**src/hw/rtl/median_filter_3x3_core_macros.svh**
```systemverilog
// ----------------------------------------------------------------------------
// median filter 3x3 core assertion macros
// concurrent checks on clk_i, disabled while rst_ni is low
// ----------------------------------------------------------------------------
`ifndef MEDIAN_FILTER_3X3_CORE_MACROS_SVH
`define MEDIAN_FILTER_3X3_CORE_MACROS_SVH

`ifndef SYNTHESIS
// property holds on every clock edge
`define MF3_ASSERT(label, prop) \
  label: assert property (@(posedge clk_i) disable iff (!rst_ni) (prop)) \
    else $error("mf3 assertion failed");
// consequent holds in the cycle after the antecedent
`define MF3_ASSERT_NEXT(label, ante, cons) \
  label: assert property (@(posedge clk_i) disable iff (!rst_ni) (ante) |=> (cons)) \
    else $error("mf3 assertion failed");
`else
`define MF3_ASSERT(label, prop)
`define MF3_ASSERT_NEXT(label, ante, cons)
`endif

`endif

```
**src/hw/rtl/mf3_pkg.sv**
```systemverilog
// ----------------------------------------------------------------------------
// mf3_pkg
// shared constants and types of the 3x3 median filter core
// ----------------------------------------------------------------------------
`timescale 1ns / 1ps

package mf3_pkg;

  // default parameter values
  localparam int DefMaxWidth  = 1024;
  localparam int DefPixelBits = 8;

  // field widths
  localparam int CenterColW   = 10;
  localparam int RowW         = 12;
  localparam int FrameWidthW  = 11;
  localparam int FrameHeightW = 12;
  localparam int CfgDataW     = 12;

  // register reset values and limits
  localparam int RstFrameWidth  = 640;
  localparam int RstFrameHeight = 480;
  localparam int MinFrameDim    = 3;

  // configuration register indexes
  typedef enum logic {
    CfgFrameWidth  = 1'b0,
    CfgFrameHeight = 1'b1
  } cfg_reg_e;

  // position data that travels with a pixel through the pipeline
  typedef struct packed {
    logic [CenterColW-1:0] center_col;
    logic [RowW-1:0]       center_row;
    logic                  last_of_frame;
  } side_t;

endpackage

```
**src/hw/rtl/mf3_median.sv**
```systemverilog
// ----------------------------------------------------------------------------
// mf3_median
// three stage median of nine: sort rows, reduce columns, median of three
// ----------------------------------------------------------------------------
`timescale 1ns / 1ps

module mf3_median #(
  parameter int PIXEL_BITS = mf3_pkg::DefPixelBits
) (
  input  logic                          clk_i,
  input  logic                          rst_ni,
  input  logic                          en_i,
  input  logic                          valid_i,
  input  logic [8:0][PIXEL_BITS-1:0]    win_i,
  input  mf3_pkg::side_t                side_i,
  output logic                          valid_o,
  output logic [PIXEL_BITS-1:0]         median_o,
  output mf3_pkg::side_t                side_o
);

  localparam int PB = PIXEL_BITS;

  // returns {high, middle, low}
  function automatic logic [3*PB-1:0] sort3(input logic [PB-1:0] a,
                                            input logic [PB-1:0] b,
                                            input logic [PB-1:0] c);
    logic [PB-1:0] x, y, z, t;
    x = a;
    y = b;
    z = c;
    if (x > y) begin
      t = x; x = y; y = t;
    end
    if (y > z) begin
      t = y; y = z; z = t;
    end
    if (x > y) begin
      t = x; x = y; y = t;
    end
    return {z, y, x};
  endfunction

  logic [2:0][3*PB-1:0] row_d, row_q;
  logic [PB-1:0]        lo_max_d, mid_med_d, hi_min_d;
  logic [PB-1:0]        lo_max_q, mid_med_q, hi_min_q;
  logic [3*PB-1:0]      mids_s, fin_s;
  logic [PB-1:0]        med_d, med_q;
  logic [2:0]           valid_q;
  mf3_pkg::side_t       side1_q, side2_q, side3_q;

  // stage 1: sort each row
  always_comb begin
    for (int r = 0; r < 3; r++) begin
      row_d[r] = sort3(win_i[3*r], win_i[3*r+1], win_i[3*r+2]);
    end
  end

  // stage 2: max of lows, median of middles, min of highs
  always_comb begin
    lo_max_d = row_q[0][PB-1:0];
    if (row_q[1][PB-1:0] > lo_max_d) lo_max_d = row_q[1][PB-1:0];
    if (row_q[2][PB-1:0] > lo_max_d) lo_max_d = row_q[2][PB-1:0];
    hi_min_d = row_q[0][3*PB-1:2*PB];
    if (row_q[1][3*PB-1:2*PB] < hi_min_d) hi_min_d = row_q[1][3*PB-1:2*PB];
    if (row_q[2][3*PB-1:2*PB] < hi_min_d) hi_min_d = row_q[2][3*PB-1:2*PB];
  end

  assign mids_s    = sort3(row_q[0][2*PB-1:PB], row_q[1][2*PB-1:PB], row_q[2][2*PB-1:PB]);
  assign mid_med_d = mids_s[2*PB-1:PB];

  // stage 3: median of the three candidates
  assign fin_s = sort3(lo_max_q, mid_med_q, hi_min_q);
  assign med_d = fin_s[2*PB-1:PB];

  // datapath registers
  always_ff @(posedge clk_i) begin
    if (en_i) begin
      row_q     <= row_d;
      side1_q   <= side_i;
      lo_max_q  <= lo_max_d;
      mid_med_q <= mid_med_d;
      hi_min_q  <= hi_min_d;
      side2_q   <= side1_q;
      med_q     <= med_d;
      side3_q   <= side2_q;
    end
  end

  // stage valids
  always_ff @(posedge clk_i or negedge rst_ni) begin
    if (!rst_ni) begin
      valid_q <= '0;
    end else if (en_i) begin
      valid_q <= {valid_q[1:0], valid_i};
    end
  end

  assign valid_o  = valid_q[2];
  assign median_o = med_q;
  assign side_o   = side3_q;

endmodule

```
**config.mk**
```make
export PLATFORM = sky130hd
export DESIGN_NAME = mf3_median
export DESIGN_NICKNAME = d
export VERILOG_FILES = /design/src/hw/rtl/median_filter_3x3_core_macros.svh /design/src/hw/rtl/mf3_pkg.sv /design/src/hw/rtl/mf3_median.sv
export SDC_FILE = /design/constraint.sdc
export NUM_CORES = 1
export LEC_CHECK = 0
export ABC_AREA = 1
export BUFFER_PORTS_ARGS = -buffer_cell sky130_fd_sc_hd__clkbuf_2
export CAP_MARGIN = 10
export CORE_MARGIN = 2
export CORE_UTILIZATION = 62
export CTS_BUF_LIST = sky130_fd_sc_hd__clkbuf_8 sky130_fd_sc_hd__clkbuf_16
export CTS_CLUSTER_SIZE = 16
export DETAILED_ROUTE_END_ITERATION = 10
export GPL_TIMING_DRIVEN = 0
export PLACE_DENSITY = 0.84
export SKIP_CTS_REPAIR_TIMING = 1
export SLEW_MARGIN = 20
export SYNTH_ARGS = -nofsm -noshare
export SYNTH_HDL_FRONTEND = slang
export SYNTH_SLANG_ARGS = --single-unit
```
**constraint.sdc**
```tcl
create_clock -name clk_i -period 6.7 [get_ports clk_i]
set_clock_uncertainty 0.2 [all_clocks]
set_input_delay 0.335 -clock clk_i [delete_from_list [all_inputs] [get_ports clk_i]]
set_output_delay 0.335 -clock clk_i [all_outputs]
set_load 0.01 [all_outputs]
```
==> impl_metrics.json, run 1 <==
{
  "syn_area_per_cell_sq_um": 9.17,
  "cp-start-kind": "register",
  "grt_use_total": 0.259,
  "finalNonFillerCells": 1751,
  "worstPathBufferInverterCount": 5,
  "synth_compound_area_frac": 0.168,
  "cp_data_required_time_ns": 6.67,
  "min_path_type": "in -> async",
  "worst_slack_ns": 1.58,
  "busiest_layer": "met2",
  "cp-end-kind": "register",
  "report.final.slew_viol_count": 0,
  "syn_nets": 1552,
  "initialDrtViolationCount": 681,
  "synth_top_family_by_area": "compound AO/OA/AOI/OAI gates",
  "ys_seq_area_frac": 0.441,
  "r2r_end": "mid_med_q[5]",
  "core-area_sq_mm": 0.0188,
  "yosysTopAreaCellShare": 0.435,
  "gr-usage-met2": 0.461,
  "grt_pass1_vias": 9214,
  "met1_usage": 0.311,
  "clock.fmax_ghz": 0.195,
  "synth_simple_gate_area_share": 0.158,
  "cts_tree": "built",
  "fp.dieW_microns": 143,
  "grt_max_degree": 100,
  "cap_violations": 0,
  "dpl.hpwl_mm": 20.1,
  "grt_pass1_wl_mm": 41.8,
  "dp_slack_ns": 1.65,
  "io_pins": 131,
  "nets": 1727,
  "post-route-drc-count": 0,
  "min_period_ns": 5.12,
  "synth_fa_ha_area_frac": 0.157,
  "cts_root_buf": "clkbuf_16",
  "p_leak_nw": 6.44,
  "antenna_found_initial": 0,
  "placedCellCount": 1694,
  "post-route-util": 0.733,
  "die_h_microns": 143,
  "status": "finished, final reports clean",
  "grt_setup_unrepaired": "no",
  "netlist_area_sq_mm": 0.0119,
  "fin_crit_sh": 0.764,
  "clk_pin_slew_ns": 0.07,
  "hold_viol_final": 0,
  "place_congestion": 0.933,
  "drive_gt1_frac": 0.201,
  "die_area_sq_mm": 0.0204,
  "rows": 50,
  "path_class": "reg -> reg",
  "multi_input_area_sq_mm": 0.00579,
  "via_per_inst": 5.46,
  "slowest_delay_ns": 0.46,
  "numCtsBuffers": 17,
  "finalSetupViolCount": 0,
  "fillers": 1344,
  "antenna_left": 0,
  "port_buffers": 130,
  "seqCellArea_sq_mm": 0.00527,
  "crit_family": "compound AO/OA/AOI/OAI gates",
  "cp.depth": 26,
  "powerDensity_mw_per_mm2": 491,
  "dr.pass1.iters": 5,
  "worst-r2r-cell-count": 26,
  "worstSkewPairLatency_ns": 0.43,
  "antennaDiodeCount": 0,
  "synthXorXnorAreaFrac": 0,
  "ys_top_cells_by_area": "edfxtp_1 (43%), ha_1 (16%), nand2_1 (11%)",
  "grt.overflow.total": 0,
  "yosys_warnings": 0,
  "worst_hold_slack_ns": 0.0407,
  "crit_fanout": 10,
  "worst_pin_slew_ns": 0.651,
  "cp_common_cell": "nand2_1",
  "initial_core_util": 0.634,
  "area_delta_synth_final_pct": 15.6,
  "grtUsageMet3": 0.0372,
  "r2r_slack_ns": 1.58,
  "ys_ff_latch": 176,
  "ir_drop_mv": 0.308,
  "arrival_ns": 5.08,
  "cts_sinks": 176,
  "critPathSlowestCell": "edfxtp_1",
  "synthDistinctLibCells": 40,
  "htree_num_levels": 4,
  "reg2reg_from": "row_q[9]",
  "num_vias": 9567,
  "wl_per_cell_microns": 14.7,
  "fin_setup_tns_ns": 0,
  "slew_headroom": 0.562,
  "drt-total-wl_mm": 25.8,
  "synth.largest_area_cell": "edfxtp_1",
  "syn_inst": 1303,
  "cts_buffer_depth": 2,
  "synthMuxAreaShare": 0.000943
}
## per-stage QoR
stage	area (sq um)	total power, W
6_report	13800	0.00678
5_1_grt	13800	0.00748
4_1_cts	13600	0.00672
3_5_place_dp	13000	0.00573
3_3_place_gp	12900	0.00552
2_1_floorplan	11900	0.00477
## report_power, final
group / switching, W / total [W] / internal (W)
combinational: 0.00253 / 0.00398 / 0.00145
sequential: 0.000138 / 0.00184 / 0.00170
clock: 0.000464 / 0.000964 / 0.000500
total: 0.00313 / 0.00678 / 0.00365
## sequential cells by signal, indices dropped and copies added, names as in the netlist
signal     count
lo_max_q       8
mid_med_q      8
side_o        23
side2_q       23
hi_min_q       8
side1_q       23
median_o       8
valid_q        3
row_q         72
## cells in the final DEF, fill, tap and decap left out, types with 3 or more instances in the layout
master         count
a211oi_1           3
a21oi_1           70
a32oi_2            3
buf_2             12
buf_4              3
buf_6              8
clkbuf_1           8
clkbuf_16         17
clkbuf_2         129
clkinv_4           4
clkinv_8           5
dfrtp_1            3
dlygate4sd3_1     25
edfxtp_1         173
ha_1             150
inv_1            169
inv_2              5
inv_8              3
nand2_1          343
nand2_2           26
nand3_1           36
nand4_1            7
nor2_1            20
nor2_2             3
o211ai_1           7
o211ai_2           3
o21ai_0           77
o21ai_1           91
o21ai_2           55
o21ai_4            5
## per-layer routing
metal	up-vias	part of all wire
met1	4361	0.41
met4	0	0.038
li1	4839	-
met5	-	0
met2	297	0.51
met3	70	0.048
## how the worst max path moves through the flow
stage,startpoint,to,slack [ns]
final,row_q[9],mid_med_q[5],1.58
after CTS,row_q[9],mid_med_q[5],1.66
after global placement,win_i[11],row_q[11],1.73
after floorplan,win_i[39],row_q[38],2.36
after detailed placement,win_i[15],row_q[11],1.65
after global routing,row_q[39],mid_med_q[5],1.14
## final cells by class
type | instances | area share
Clock inverter | 15 | 0.0124
Tap cell | 260 | 0.0236
Inverter | 174 | 0.0473
Buffer | 34 | 0.0171
Multi-Input combinational cell | 919 | 0.419
Timing Repair Buffer | 156 | 0.0679
Sequential cell | 176 | 0.382
Clock buffer | 17 | 0.0308
## cells in the mapped netlist, drive strengths merged
master / n
clkbuf: 8
buf: 26
a21oi: 70
o21ai: 228
nand4: 10
inv: 174
ha: 150
o31ai: 1
and2: 1
o221ai: 2
dfrtp: 3
nor2: 25
nand2: 371
or2: 2
a32oi: 3
a211oi: 4
o21a: 2
o211ai: 12
edfxtp: 173
mux2: 1
nand3: 37
## cells by family (layout without fill, tap and decap cells)
kind of cell | Yosys count | in the layout
flip-flops | 176 | 176
AO/OA/AOI/OAI | 322 | 322
buffers and inverters | 208 | 396
adder cells (fa/ha/maj) | 150 | 150
AND/OR/NAND/NOR | 446 | 446
multiplexers | 1 | 1
No activity file was read; power rests on OpenSTA's default activity.
==> run 2, diff against run 1 <==
--- a/config.mk
+++ b/config.mk
@@ -9,12 +9,12 @@
 export BUFFER_PORTS_ARGS = -buffer_cell sky130_fd_sc_hd__clkbuf_2
 export CAP_MARGIN = 10
 export CORE_MARGIN = 2
-export CORE_UTILIZATION = 62
+export CORE_UTILIZATION = 54
 export CTS_BUF_LIST = sky130_fd_sc_hd__clkbuf_8 sky130_fd_sc_hd__clkbuf_16
 export CTS_CLUSTER_SIZE = 16
 export DETAILED_ROUTE_END_ITERATION = 10
 export GPL_TIMING_DRIVEN = 0
-export PLACE_DENSITY = 0.84
+export PLACE_DENSITY = 0.77
 export SKIP_CTS_REPAIR_TIMING = 1
 export SLEW_MARGIN = 20
 export SYNTH_ARGS = -nofsm -noshare
==> constraint.sdc (replaced) <==
create_clock -name clk_i -period 4.7 [get_ports clk_i]
set_clock_uncertainty 0.2 [all_clocks]
set_input_delay 0.235 -clock clk_i [delete_from_list [all_inputs] [get_ports clk_i]]
set_output_delay 0.235 -clock clk_i [all_outputs]
set_load 0.01 [all_outputs]
==> impl_metrics.json, run 2 (same netlist as run 1, synthesis figures left out) <==
{
  "cts_tree": "built",
  "initialDrtViolationCount": 651,
  "wl_per_cell_microns": 14.3,
  "die_area_sq_mm": 0.0233,
  "numCtsBuffers": 17,
  "min_period_ns": 4.46,
  "cp_data_required_time_ns": 4.68,
  "largest_reg_flops": 72,
  "cp_common_cell": "nand2_1",
  "fin_setup_tns_ns": 0,
  "antennaDiodeCount": 0,
  "cts_root_buf": "clkbuf_16",
  "worst_hold_slack_ns": -0.0143,
  "slew_headroom": 0.557,
  "dr.pass1.iters": 4,
  "grt_max_degree": 96,
  "p_int_w": 0.00589,
  "htree_num_levels": 4,
  "rows": 54,
  "min_path_type": "in -> reg",
  "port_buffers": 130,
  "gr-usage-met2": 0.387,
  "dp_slack_ns": -0.320,
  "fp.dieW_microns": 153,
  "grt.overflow.total": 0,
  "io_pins": 131,
  "area_delta_synth_final_pct": 20.2,
  "drive_gt1_frac": 0.238,
  "layout_common_cells": "nand2_1 (340), edfxtp_1 (173), inv_1 (163)",
  "switching_power_w": 0.00481,
  "via_per_inst": 5.32,
  "fin_crit_sh": 0.948,
  "clock.fmax_ghz": 0.224,
  "worst_pin_slew_ns": 0.665,
  "cts_sinks": 176,
  "antenna_found_initial": 0,
  "powerDensity_mw_per_mm2": 745,
  "nets": 1759,
  "dpl.hpwl_mm": 19.9,
  "die_h_microns": 153,
  "grt_pass1_wl_mm": 40.8,
  "cp-end-kind": "register",
  "netSwitchingFraction": 0.450,
  "p_leak_nw": 6.65,
  "hold_viol_final": 2,
  "cp-start-kind": "register",
  "clock_power_share": 0.135,
  "crit_family": "simple AND/OR/NAND/NOR gates",
  "initial_core_util": 0.549,
  "post-route-drc-count": 0,
  "final_common_cell": "nand2_1",
  "ir_drop_mv": 0.435,
  "report.final.slew_viol_count": 0,
  "cap_violations": 0,
  "arrival_ns": 4.44,
  "slowest_delay_ns": 0.43,
  "post-route-util": 0.660,
  "finalSetupViolCount": 0,
  "worst_slack_ns": 0.244,
  "p_comb_frac": 0.620,
  "core-area_sq_mm": 0.0218,
  "crit_fanout": 10,
  "status": "finished with violations",
  "critPathSlowestCell": "edfxtp_1",
  "grt_use_total": 0.215,
  "violations": "negative hold slack",
  "met1_usage": 0.259,
  "cts_buffer_depth": 2,
  "worstSkewPairLatency_ns": 0.44,
  "clk_pin_slew_ns": 0.07,
  "pwr-share-seq": 0.245,
  "power_w": 0.0107,
  "worstPathBufferInverterCount": 6,
  "busiest_layer": "met2",
  "path_class": "reg -> reg",
  "place_congestion": 0.897,
  "grt_pass1_vias": 8948,
  "num_vias": 9590,
  "drt-total-wl_mm": 25.7,
  "grtUsageMet3": 0.0321,
  "largest_register": "row_q",
  "antenna_left": 0
}
-- run 2: cell types whose count changed in the layout (fill, tap and decap cells not counted), moves of 4 or more --
cell	previous run	this run
inv_1	169	163
nor2_1	20	16
ha_1	150	146
o21ai_0	77	72
clkbuf_1	8	4
dlygate4sd3_1	25	29
inv_2	5	9
clkinv_4	4	0
o21ai_2	55	59
buf_4	3	28
-- run 2: power groups by stage --
stage                     sequential [W]  clock (W)  combinational, W
final                            0.00262    0.00144           0.00664
after global routing             0.00266    0.00153           0.00749
after CTS                        0.00261    0.00147           0.00553
after detailed placement         0.00265          0           0.00550
after global placement           0.00264          0           0.00521
after floorplan                  0.00259          0           0.00421
-- run 2: final timing paths --
check | cells past startpoint | start | end | slack (ns)
max | 26 | row_q[15] | mid_med_q[5] | 0.24
min | 3 | win_i[70] | row_q[70] | -0.01
max reg2reg | 26 | row_q[15] | mid_med_q[5] | 0.24
min reg2reg | 0 | side1_q[1] | side2_q[1] | 0.22
max in group asynchronous | 3 | rst_ni | valid_q[2] | 3.68
min in group asynchronous | 3 | rst_ni | valid_q[0] | 0.47
-- run 2: metal layers --
metal	vias to the layer above	share of wire
met4	0	0.027
li1	4898	-
met3	49	0.045
met1	4389	0.41
met2	254	0.52
met5	-	0
-- run 2: through the flow --
step | std cells | area (sq um)
6_report | 1803 | 14400
5_1_grt | 1803 | 14400
4_1_cts | 1746 | 13600
3_5_place_dp | 1714 | 13000
3_3_place_gp | 1713 | 12900
2_1_floorplan | 1303 | 11900
-- run 2: layout make-up --
| cell class | instances | area (sq um) |
|---|---|---|
| tap | 280 | 350 |
| timing repair buffer | 188 | 1200 |
| clock buffer | 17 | 425 |
| buffer | 34 | 273 |
| fill | 1711 | 7400 |
| sequential | 176 | 5270 |
| clock inverter | 15 | 204 |
| inverter | 174 | 658 |
| multi-input combinational | 919 | 5980 |
-- run 2: worst min-delay path: cells and delay by family --
| family | cells | cell delay (ns) |
|---|---|---|
| AOI/OAI and AO/OA | 1 | 0.14 |
| buffers and inverters | 2 | 0.12 |
==> run 3, diff against run 2 <==
--- a/config.mk
+++ b/config.mk
@@ -6,7 +6,7 @@
 export NUM_CORES = 1
 export LEC_CHECK = 0
 export ABC_AREA = 1
-export BUFFER_PORTS_ARGS = -buffer_cell sky130_fd_sc_hd__clkbuf_2
+export BUFFER_PORTS_ARGS = -buffer_cell sky130_fd_sc_hd__buf_2
 export CAP_MARGIN = 10
 export CORE_MARGIN = 2
 export CORE_UTILIZATION = 54
==> impl_metrics.json, run 3 (same netlist as run 1, synthesis figures left out) <==
{
  "min_period_ns": 4.49,
  "core-area_sq_mm": 0.0218,
  "post-route-util": 0.660,
  "drt-total-wl_mm": 26.3,
  "placedCellCount": 1714,
  "worstSkewPairLatency_ns": 0.44,
  "io_pins": 131,
  "cp_common_cell": "nand2_1",
  "fp.dieW_microns": 153,
  "antennaDiodeCount": 0,
  "cts_tree": "built",
  "design_area_sq_mm": 0.0144,
  "numCtsBuffers": 17,
  "grt_max_degree": 108,
  "startpoint": "win_i[63]",
  "worst-r2r-cell-count": 28,
  "finalNonFillerCells": 1798,
  "num_vias": 9608,
  "fillers": 1723,
  "grt_use_total": 0.217,
  "final_common_cell": "nand2_1",
  "min_path_type": "in -> reg",
  "die_area_sq_mm": 0.0233,
  "status": "finished with violations",
  "finalSetupViolCount": 0,
  "fin_crit_sh": 0.955,
  "clk_pin_slew_ns": 0.07,
  "layout_common_cells": "nand2_1 (339), edfxtp_1 (173), inv_1 (163)",
  "initialDrtViolationCount": 680,
  "hold_depth": 3,
  "arrival_ns": 4.46,
  "antenna_found_initial": 0,
  "cp_data_required_time_ns": 4.67,
  "reg2reg_from": "row_q[11]",
  "grt.overflow.total": 0,
  "largest_reg_flops": 72,
  "cap_violations": 0,
  "htree_num_levels": 4,
  "power_w": 0.0106,
  "ir_drop_mv": 0.510,
  "grt_pass1_vias": 8874,
  "via_per_inst": 5.34,
  "dpl.hpwl_mm": 20.1,
  "cts_root_buf": "clkbuf_16",
  "initial_core_util": 0.549,
  "hold_viol_final": 4,
  "violations": "negative hold slack",
  "place_congestion": 0.890,
  "cts_buffer_depth": 2,
  "drive_gt1_frac": 0.239,
  "nets": 1754,
  "powerDensity_mw_per_mm2": 737,
  "slowest_delay_ns": 0.34,
  "largest_register": "row_q",
  "report.final.slew_viol_count": 0,
  "wl_per_cell_microns": 14.6,
  "antenna_left": 0,
  "post-route-drc-count": 0,
  "grt_pass1_wl_mm": 41.2,
  "cp-start-kind": "input pin",
  "worst_hold_slack_ns": -0.0145,
  "cts_sinks": 176,
  "critPathSlowestCell": "ha_1",
  "dr.pass1.iters": 6,
  "clock.fmax_ghz": 0.223,
  "worst_pin_slew_ns": 0.648,
  "p_leak_nw": 6.60,
  "placed_cell_area_sq_mm": 0.0130,
  "area_delta_synth_final_pct": 20.3,
  "crit_fanout": 10,
  "rows": 54,
  "port_buffers": 130,
  "die_h_microns": 153,
  "cp-end-kind": "register",
  "slew_headroom": 0.563,
  "path_class": "in -> reg",
  "min-delay-start": "win_i[23]",
  "fin_setup_tns_ns": 0
}
[run 3: cell types whose count changed in the layout (fill, tap and decap cells not counted), sizes merged]
| cell | change |
|---|---|
| inv | -5 |
| clkbuf | -129 |
| clkinv | +4 |
| bufinv | +1 |
| buf | +124 |
[run 3: worst paths after layout]
check	slack, ns	end
worst max-delay path	0.21	row_q[55]
worst min-delay path	-0.01	row_q[23]
worst max register to register	0.22	mid_med_q[5]
worst min register to register	0.22	side2_q[13]
max in group asynchronous	3.68	valid_q[0]
min in group asynchronous	0.47	valid_q[2]
[run 3: power by group]
part / switching, W / internal, W / leakage (nW)
Sequential: 0.000215 / 0.00242 / 1.73
Clock: 0.000685 / 0.000776 / 0.308
Combinational: 0.00386 / 0.00264 / 4.57
[run 3: worst max-delay path, delay by kind of cell]
kind | cells | cell delay (ns)
AOI/OAI and AO/OA | 5 | 0.87
adders and majority gates | 3 | 0.96
buffers and inverters | 8 | 1.12
and+or+nand+nor | 13 | 1.31
[run 3: stage by stage]
| step | setup slack [ns] | hold WS, ns |
|---|---|---|
| after floorplan | 0.387 | -0.261 |
| after global placement | -0.159 | -0.169 |
| after detailed placement | -0.293 | -0.167 |
| after CTS | -0.352 | -0.635 |
| after global routing | -0.110 | 0.00355 |
| final | 0.214 | -0.0145 |
[run 3: layout make-up]
cell class,count,area [sq um],area share
clock buffers,17,425,0.0296
multi-input cells,919,6030,0.419
plain buffers,34,272,0.0189
well taps,280,350,0.0244
inverters,174,656,0.0456
repair buffers,183,1150,0.0801
clock inverters,15,218,0.0152
flip-flops and latches,176,5270,0.367
[run 3: per-layer routing]
| metal | vias up | part of all wire | global-route usage |
|---|---|---|---|
| li1 | 4886 | - | - |
| met2 | 263 | 0.51 | 0.385 |
| met3 | 48 | 0.045 | 0.0347 |
| met4 | 0 | 0.028 | 0.0838 |
| met5 | - | 0 | 0 |
| met1 | 4411 | 0.41 | 0.265 |
